`src/hdl/pli_pkg.sv`:
```
// Shared constants, codes and types for the positional list block.
`default_nettype none
package pli_pkg;

   localparam int DEPTH       = 16;
   localparam int MAX_RESULTS = 16;
   localparam int CNT_W       = $clog2(DEPTH + 1);
   localparam int IDX_W       = $clog2(DEPTH);
   localparam int CMP_W       = (CNT_W > 5) ? CNT_W : 5;

   localparam int CMD_W    = 3;
   localparam int POS_W    = 5;
   localparam int VAL_W    = 32;
   localparam int STAT_W   = 3;
   localparam int FPOS_W   = 4;
   localparam int FILL_W   = 5;
   localparam int CAP_W    = 5;
   localparam int REQ_TD_W = 40;
   localparam int RSP_TD_W = 48;

   localparam logic [CAP_W-1:0] CAP_RESET = CAP_W'(16);

   typedef enum logic [CMD_W-1:0] {
      CMD_INSERT = 3'd0,
      CMD_ERASE  = 3'd1,
      CMD_READ   = 3'd2,
      CMD_FIND   = 3'd3,
      CMD_DUMP   = 3'd4
   } cmd_type;

   typedef enum logic [STAT_W-1:0] {
      ST_OK       = 3'd0,
      ST_FULL     = 3'd1,
      ST_EMPTY    = 3'd2,
      ST_BADPOS   = 3'd3,
      ST_NOTFOUND = 3'd4
   } status_type;

   // control broadcast from the sequencer to every cell
   typedef struct packed {
      logic                    ins;
      logic                    ers;
      logic [POS_W-1:0]        pos;
      logic signed [VAL_W-1:0] value;
   } cell_ctrl_type;

endpackage
`default_nettype wire

```
`src/hdl/pli_cell.sv`:
```
// One list cell: holds a word, shifts from a neighbor, compares to the key.
`default_nettype none
module pli_cell (
   input  wire logic                            clock,
   input  wire pli_pkg::cell_ctrl_type          ctrl,
   input  wire logic [pli_pkg::IDX_W-1:0]       idx,
   input  wire logic signed [pli_pkg::VAL_W-1:0] left_data,
   input  wire logic signed [pli_pkg::VAL_W-1:0] right_data,
   output logic signed [pli_pkg::VAL_W-1:0]     data,
   output logic                                 match
);

   logic signed [pli_pkg::VAL_W-1:0] entry_ff, entry_in;
   logic                             match_ff, match_in;
   logic                             above, at;

   always_comb begin
      above    = pli_pkg::CMP_W'(idx) > pli_pkg::CMP_W'(ctrl.pos);
      at       = pli_pkg::CMP_W'(idx) == pli_pkg::CMP_W'(ctrl.pos);
      entry_in = entry_ff;
      if (ctrl.ins) begin
         if (above) entry_in = left_data;
         else if (at) entry_in = ctrl.value;
      end else if (ctrl.ers) begin
         if (above || at) entry_in = right_data;
      end
      match_in = (entry_ff == ctrl.value);
   end

   always_ff @(posedge clock) begin
      entry_ff <= entry_in;
      match_ff <= match_in;
   end

   assign data  = entry_ff;
   assign match = match_ff;

endmodule
`default_nettype wire

```
`src/hdl/positional_list_insert_erase.sv`:
```
// Top level: positional list of signed words built as a row of shifting cells.
//
//  channel | dir | handshake            | payload
//  req     | in  | req_tvalid/tready    | cmd, position, value
//  rsp     | out | rsp_tvalid/tready    | status, data_out, found_position, fill_count, tlast
//  csr     | in  | csr_we (no stall)    | capacity
//
// Insert, erase and read: every cell shifts or holds in parallel as the result is registered.
// Find: the cells register their compare, then a priority pick loads the result register.
// Dump emits min(count, 16) words in position order, each once the result register is free.
// A stalled response holds the block; one result register sits between the sides.
// Synchronous reset empties the list and sets capacity to 16; no clearing pass.
`default_nettype none
module positional_list_insert_erase (
   input  wire logic                          clock,
   input  wire logic                          reset,
   // cmd[2:0], position[7:3], value[39:8]
   input  wire logic [pli_pkg::REQ_TD_W-1:0]  req_tdata,
   input  wire logic                          req_tvalid,
   output logic                               req_tready,
   // status[2:0], data_out[34:3], found_position[38:35], fill_count[43:39], zero pad
   output logic [pli_pkg::RSP_TD_W-1:0]       rsp_tdata,
   output logic                               rsp_tlast,
   output logic                               rsp_tvalid,
   input  wire logic                          rsp_tready,
   input  wire logic                          csr_we,
   input  wire logic [pli_pkg::CAP_W-1:0]     csr_wdata
);

   typedef enum logic [1:0] {S_IDLE, S_FIND, S_DUMP} state_type;

   localparam int CW = pli_pkg::CMP_W;

   state_type                          state_ff, state_in;
   logic [pli_pkg::CNT_W-1:0]          count_ff, count_in;
   logic [pli_pkg::CAP_W-1:0]          cap_ff, cap_in;
   logic [pli_pkg::IDX_W-1:0]          idx_ff, idx_in;
   logic                               rsp_valid_ff, rsp_valid_in;
   pli_pkg::status_type                rsp_status_ff, rsp_status_in;
   logic signed [pli_pkg::VAL_W-1:0]   rsp_data_ff, rsp_data_in;
   logic [pli_pkg::FPOS_W-1:0]         rsp_fpos_ff, rsp_fpos_in;
   logic [pli_pkg::FILL_W-1:0]         rsp_fill_ff, rsp_fill_in;
   logic                               rsp_last_ff, rsp_last_in;

   // request fields
   logic [pli_pkg::CMD_W-1:0]          req_cmd;
   logic [pli_pkg::POS_W-1:0]          req_pos;
   logic signed [pli_pkg::VAL_W-1:0]   req_value;

   pli_pkg::cell_ctrl_type             ctrl;
   logic signed [pli_pkg::VAL_W-1:0]   entry_w [pli_pkg::DEPTH];
   logic [pli_pkg::DEPTH-1:0]          match_w;

   logic accept, out_free;
   logic is_full, ins_bad, ers_bad;
   logic hit;
   logic [pli_pkg::IDX_W-1:0] hit_idx;
   logic [CW-1:0] dump_n;
   logic dump_last;

   assign req_cmd   = req_tdata[2:0];
   assign req_pos   = req_tdata[7:3];
   assign req_value = req_tdata[39:8];

   assign out_free   = !rsp_valid_ff || rsp_tready;
   assign req_tready = (state_ff == S_IDLE) && out_free;
   assign accept     = req_tvalid && req_tready;

   // list checks against the current fill
   always_comb begin
      is_full = (CW'(count_ff) >= CW'(cap_ff)) || (CW'(count_ff) >= CW'(pli_pkg::DEPTH));
      ins_bad = CW'(req_pos) > CW'(count_ff);
      ers_bad = CW'(req_pos) >= CW'(count_ff);
   end

   always_comb begin
      ctrl.ins   = accept && (req_cmd == pli_pkg::CMD_INSERT) && !is_full && !ins_bad;
      ctrl.ers   = accept && (req_cmd == pli_pkg::CMD_ERASE) && !ers_bad;
      ctrl.pos   = req_pos;
      ctrl.value = req_value;
   end

   // the cell row
   for (genvar i = 0; i < pli_pkg::DEPTH; i++) begin : g_cell
      pli_cell u_cell (
         .clock      (clock),
         .ctrl       (ctrl),
         .idx        (pli_pkg::IDX_W'(i)),
         .left_data  (entry_w[(i == 0) ? 0 : i - 1]),
         .right_data (entry_w[(i == pli_pkg::DEPTH - 1) ? i : i + 1]),
         .data       (entry_w[i]),
         .match      (match_w[i])
      );
   end

   // first valid match, lowest position wins
   always_comb begin
      hit     = 1'b0;
      hit_idx = '0;
      for (int i = pli_pkg::DEPTH - 1; i >= 0; i--) begin
         if (match_w[i] && (CW'(i) < CW'(count_ff))) begin
            hit     = 1'b1;
            hit_idx = pli_pkg::IDX_W'(i);
         end
      end
   end

   // dump length is clipped to the result limit
   always_comb begin
      dump_n    = (CW'(count_ff) > CW'(pli_pkg::MAX_RESULTS)) ?
                  CW'(pli_pkg::MAX_RESULTS) : CW'(count_ff);
      dump_last = (CW'(idx_ff) + CW'(1)) == dump_n;
   end

   always_comb begin
      state_in      = state_ff;
      count_in      = count_ff;
      cap_in        = csr_we ? csr_wdata : cap_ff;
      idx_in        = idx_ff;
      rsp_valid_in  = rsp_valid_ff && !rsp_tready;
      rsp_status_in = rsp_status_ff;
      rsp_data_in   = rsp_data_ff;
      rsp_fpos_in   = rsp_fpos_ff;
      rsp_fill_in   = rsp_fill_ff;
      rsp_last_in   = rsp_last_ff;

      unique case (state_ff)
         S_IDLE: begin
            if (accept) begin
               rsp_status_in = pli_pkg::ST_OK;
               rsp_data_in   = '0;
               rsp_fpos_in   = '0;
               rsp_last_in   = 1'b1;
               rsp_valid_in  = 1'b1;
               unique case (req_cmd)
                  pli_pkg::CMD_INSERT: begin
                     if (is_full) rsp_status_in = pli_pkg::ST_FULL;
                     else if (ins_bad) rsp_status_in = pli_pkg::ST_BADPOS;
                     else count_in = count_ff + pli_pkg::CNT_W'(1);
                  end
                  pli_pkg::CMD_ERASE: begin
                     if (count_ff == '0) rsp_status_in = pli_pkg::ST_EMPTY;
                     else if (ers_bad) rsp_status_in = pli_pkg::ST_BADPOS;
                     else count_in = count_ff - pli_pkg::CNT_W'(1);
                  end
                  pli_pkg::CMD_READ: begin
                     if (ers_bad) rsp_status_in = pli_pkg::ST_BADPOS;
                     else rsp_data_in = entry_w[pli_pkg::IDX_W'(req_pos)];
                  end
                  pli_pkg::CMD_FIND: begin
                     rsp_valid_in = 1'b0;
                     state_in     = S_FIND;
                  end
                  pli_pkg::CMD_DUMP: begin
                     if (count_ff == '0) begin
                        rsp_status_in = pli_pkg::ST_EMPTY;
                     end else begin
                        rsp_valid_in = 1'b0;
                        idx_in       = '0;
                        state_in     = S_DUMP;
                     end
                  end
                  default: rsp_valid_in = 1'b0;
               endcase
               rsp_fill_in = pli_pkg::FILL_W'(count_in);
            end
         end
         S_FIND: begin
            // result register is known free here
            rsp_valid_in  = 1'b1;
            rsp_status_in = hit ? pli_pkg::ST_OK : pli_pkg::ST_NOTFOUND;
            rsp_data_in   = '0;
            rsp_fpos_in   = hit ? pli_pkg::FPOS_W'(hit_idx) : '0;
            rsp_fill_in   = pli_pkg::FILL_W'(count_ff);
            rsp_last_in   = 1'b1;
            state_in      = S_IDLE;
         end
         S_DUMP: begin
            if (out_free) begin
               rsp_valid_in  = 1'b1;
               rsp_status_in = pli_pkg::ST_OK;
               rsp_data_in   = entry_w[idx_ff];
               rsp_fpos_in   = pli_pkg::FPOS_W'(idx_ff);
               rsp_fill_in   = pli_pkg::FILL_W'(count_ff);
               rsp_last_in   = dump_last;
               if (dump_last) state_in = S_IDLE;
               else idx_in = idx_ff + pli_pkg::IDX_W'(1);
            end
         end
         default: state_in = S_IDLE;
      endcase
   end

   always_ff @(posedge clock) begin
      if (reset) begin
         state_ff     <= S_IDLE;
         count_ff     <= '0;
         cap_ff       <= pli_pkg::CAP_RESET;
         rsp_valid_ff <= 1'b0;
      end else begin
         state_ff     <= state_in;
         count_ff     <= count_in;
         cap_ff       <= cap_in;
         rsp_valid_ff <= rsp_valid_in;
      end
      idx_ff        <= idx_in;
      rsp_status_ff <= rsp_status_in;
      rsp_data_ff   <= rsp_data_in;
      rsp_fpos_ff   <= rsp_fpos_in;
      rsp_fill_ff   <= rsp_fill_in;
      rsp_last_ff   <= rsp_last_in;
   end

   assign rsp_tvalid = rsp_valid_ff;
   assign rsp_tlast  = rsp_last_ff;
   assign rsp_tdata  = {4'b0000, rsp_fill_ff, rsp_fpos_ff, rsp_data_ff, rsp_status_ff};

endmodule
`default_nettype wire

```
`config.mk`:
```
export PLATFORM = sky130hd
export DESIGN_NAME = positional_list_insert_erase
export DESIGN_NICKNAME = d
export VERILOG_FILES = /design/src/hdl/pli_pkg.sv /design/src/hdl/pli_cell.sv /design/src/hdl/positional_list_insert_erase.sv
export SDC_FILE = /design/constraint.sdc
export NUM_CORES = 2
export LEC_CHECK = 0
export BUFFER_PORTS_ARGS = -buffer_cell sky130_fd_sc_hd__buf_4
export CAP_MARGIN = 40
export CELL_PAD_IN_SITES_DETAIL_PLACEMENT = 0
export CELL_PAD_IN_SITES_GLOBAL_PLACEMENT = 1
export CORE_MARGIN = 3
export CORE_UTILIZATION = 47
export DETAILED_ROUTE_END_ITERATION = 8
export PLACE_DENSITY_LB_ADDON = 0.1
export SYNTH_ARGS = -nofsm -noshare
export SYNTH_HDL_FRONTEND = slang
export SYNTH_SLANG_ARGS = --single-unit
```
`constraint.sdc`:
```
create_clock -name clock -period 5.7 [get_ports clock]
set_clock_uncertainty 0.2 [all_clocks]
set_input_delay 0.855 -clock clock [delete_from_list [all_inputs] [get_ports clock]]
set_output_delay 0.855 -clock clock [all_outputs]
set_load 0.01 [all_outputs]
```
==> out/results.txt <==
The flow ran to the end, and the final reports show no timing, DRC or antenna violations. The buffer and inverter count on the worst path is 3, and the share of the synthesized area in the top cell type is 0.3812. The completed layout was analyzed and its total power is 11.64 mW.

The routed via count divided by cell count is 6.678. The aggregate global-route resource usage was 0.3531; the number of nets in the final layout was 3,870. The worst slew margin relative to its limit is 0.3559. The kind of path behind the tightest hold check was input port to register.

For this design the static power due to leakage is 17.62 nW. For the final cell area excluding filler cells, the log shows 47,850 um2. The measured slew at the worst slew-check pin was 0.9662 ns. The cell type with the highest aggregate area in the netlist was edfxtp_1. The average routed wire per standard cell came out at 34.69 um. The detailed placement HPWL was 129.4 mm. The most used flip-flop cell after synthesis is edfxtp_1. The worst setup path is captured at a register. Setup violations remaining at the end of the flow were counted as 0. The max-slew violation count is 0.

Die area: 97,730 um2. The portion of the clock cycle consumed by the worst path in the final layout is 0.7435, and the via count of the first global-routing pass is 32,060. The first TritonRoute pass finished after 6 iterations. Buffers inserted to repair hold after CTS numbered 0. Final hold analysis gives a worst-case slack of 0.2374 ns. The worst-case IR drop observed on VDD is 0.1976 mV. Clock-pin slew was measured on the worst setup and hold paths at 0.06 ns.

Among the stages of the critical path, the cell type that occurs most often is buf_4. Entering global routing, the biggest net connects 112 pins. Floorplan die width: 312.6 um. The final core utilization was 0.5173. The share of synthesized flip-flops with an asynchronous set or reset is 0, and the initial standard-cell utilization of the core is 0.4777.

TritonCTS built the clock tree. At the placement stage, the worst setup path has a slack of 1.270 ns. Setup repair after global routing left no endpoint under its margin. The mean cell area of the mapped netlist was 11.21 um2. Summed over all layers, the routed wires come to 177.0 mm. The cell sitting at the root of the clock tree is a clkbuf_16. For this block, the initial DRC count from the detailed router was 5,383. The worst setup path is launched from a register. The post-cts sizing count was 0. The critical path is of the register to register type. During placement, the flow inserted port buffers numbering 96. The synthesized design contains 561 enable-type register cells. The clock insertion delay at the later pin of the skew report came out at 0.64 ns. Area overhead of the layout relative to synthesis: 8.285%.

The data required time at the worst endpoint is 5.82 ns. The final antenna-violating net count was 0; the largest buffer count on any clock path was 3. Counting flops and latches in the post-synthesis netlist gives 590. The worst path arrival time was 4.36 ns. Routability-driven placement finished with a final weighted congestion of 0.9867. Sorting the synthesized cells by area gives the leading types as edfxtp_1 (38%), mux4_2 (13%), mux2i_1 (10%). During synthesis, Yosys emitted a total of 0 warnings. The ratio of cells with drive above 1 in the final layout was 0.1933. In this run the count of I/O pins placed on the die edge is 101. Number of CTS-inserted buffers: 74. For the sequential cell area fraction in the yosys report, the log shows 0.3944. Largest stage delay on the critical path: 0.81 ns. The sink count of the clock tree was 590; the post-CTS setup buffer count was 0. The slowest stage of the critical path belongs to the cell dfxtp_1. Number of antenna violations at the first check in global routing: 9.

Setup slack closes at 1.462 ns. The cell family contributing the most delay on the critical path is compound AO/OA/AOI/OAI gates. For the area inside the core boundary, the log shows 92,500 um2. The number of rows in the core area is 111, and the highest fanout seen on the critical path is 20. Walking the worst path, the cells encountered are inv_1 -> ha_1 -> a21o_1 -> a21oi_2 -> o21a_1 -> and2_0 -> o21ai_4 -> buf_4 -> nor2_4 -> buf_4. The number of levels the H-tree was split into was 3; the cell area after synthesis was 44,190 um2. The number of hold violations in the final report is 0. The tools report the number of design rule violations left after detail routing as 0. First-pass GRT wire length: 249.0 mm. The vertical die dimension was 312.6 um.

Dividing total power by cell area gives a power density of 243.2 nW/um2. In this run the cell area measured after placement is 45,570 um2. The remaining global-route overflow was 0.

For this run, the top clock speed supported by timing is 236.0 MHz. The routed layout has 34,070 vias. The number of different library cells used by synthesis comes to 86. Synthesis produced 3,943 cells. The final period demand of the worst path is 4.238 ns. The tools report the number of max-cap violations as 0.
## synthesized netlist by cell type, types with 46 or more instances
master / count
nor4_1: 130
mux2i_1: 454
clkbuf_1: 183
nand2_1: 498
a21oi_1: 46
mux2_2: 137
mux4_2: 256
xor2_1: 513
edfxtp_1: 561
o21ai_0: 339
nor2_1: 50
buf_2: 103
o21ai_1: 168
buf_1: 47
## stage by stage
stage	TNS, ns	cells
final	0	5102
after floorplan	-0.8503	3946
after global placement	0	4960
after detailed placement	0	4969
after CTS	0	5097
after global routing	0	5099
## kinds of logic after synthesis
| group | after synthesis | share of synthesized area |
|---|---|---|
| mux | 870 | 0.2761 |
| buf+inv | 430 | 0.04873 |
| simple gates | 849 | 0.08812 |
| other cells | 1 | 0.00008487 |
| fa+ha+maj | 18 | 0.005097 |
| xor+xnor | 517 | 0.1028 |
| flops | 590 | 0.3944 |
| compound gates | 668 | 0.08475 |
## placed cells by master, fill, tap and decap left out, types with 26 or more instances in the layout
master,netlist,final
edfxtp_1,561,561
xor2_1,513,513
nand2_1,498,497
mux2i_1,454,454
o21ai_0,339,339
mux4_2,256,256
o21ai_1,168,167
buf_4,31,162
mux2_2,137,137
nor4_1,130,130
clkbuf_16,0,79
a21oi_1,46,45
nor3_1,45,43
nor2b_1,43,42
nand4_1,36,36
nor2_1,50,35
o22ai_1,31,31
dfxtp_1,29,29
inv_1,26,26
## layout make-up
| type | instances | area, um2 |
|---|---|---|
| well taps | 1243 | 1555 |
| clock inverters | 18 | 105.1 |
| diodes | 5 | 12.51 |
| multi-input cells | 2926 | 24870 |
| flip-flops and latches | 590 | 17430 |
| fillers | 8343 | 44650 |
| repair buffers | 184 | 1620 |
| clock buffers | 110 | 2163 |
| inverters | 26 | 97.59 |
## path summary, 6_finish.rpt
path                     start                       end  slack [ns]  cells after the start
setup / recovery   count_ff[3]  g_cell[7].u_cell.data[2]        1.46                     10
hold / removal    csr_wdata[4]                 cap_ff[4]        0.24                      3
setup reg to reg   count_ff[3]  g_cell[7].u_cell.data[2]        1.46                     10
hold reg to reg      cap_ff[4]                 cap_ff[4]        0.30                      2
## tightest hold or removal path: cells and delay by family
kind	cells	cell delay, ns
buffers and inverters	1	0.08
AO/OA/AOI/OAI	1	0.06
AND/OR/NAND/NOR	1	0.04
## routing by layer
layer / vias up / share of wire / global-route usage
li1: 14420 / - / -
met1: 17210 / 0.41 / 0.5082
met2: 2159 / 0.43 / 0.5163
met3: 282 / 0.10 / 0.07147
met4: 2 / 0.052 / 0.1563
met5: - / 0.000073 / 0
## report_power, final
group	switching, mW	total, mW	leakage [nW]	internal (mW)
sequential	0.112	4.93	5.34	4.82
clock	1.95	4.60	1.11	2.65
combinational	1.31	2.10	11.2	0.790
## registers in the layout, indices dropped and copies added, names as in the netlist
signal and count:
g_cell.u_cell.data 512, state_ff 2, g_cell.u_cell.match 16, rsp_data_ff 32, rsp_status_ff 3, count_ff 5, idx_ff 4, rsp_fill_ff 5
rsp_tvalid 1, cap_ff 5, rsp_fpos_ff 4, rsp_tlast 1
Note: power is estimated with default switching activity, not from simulation.
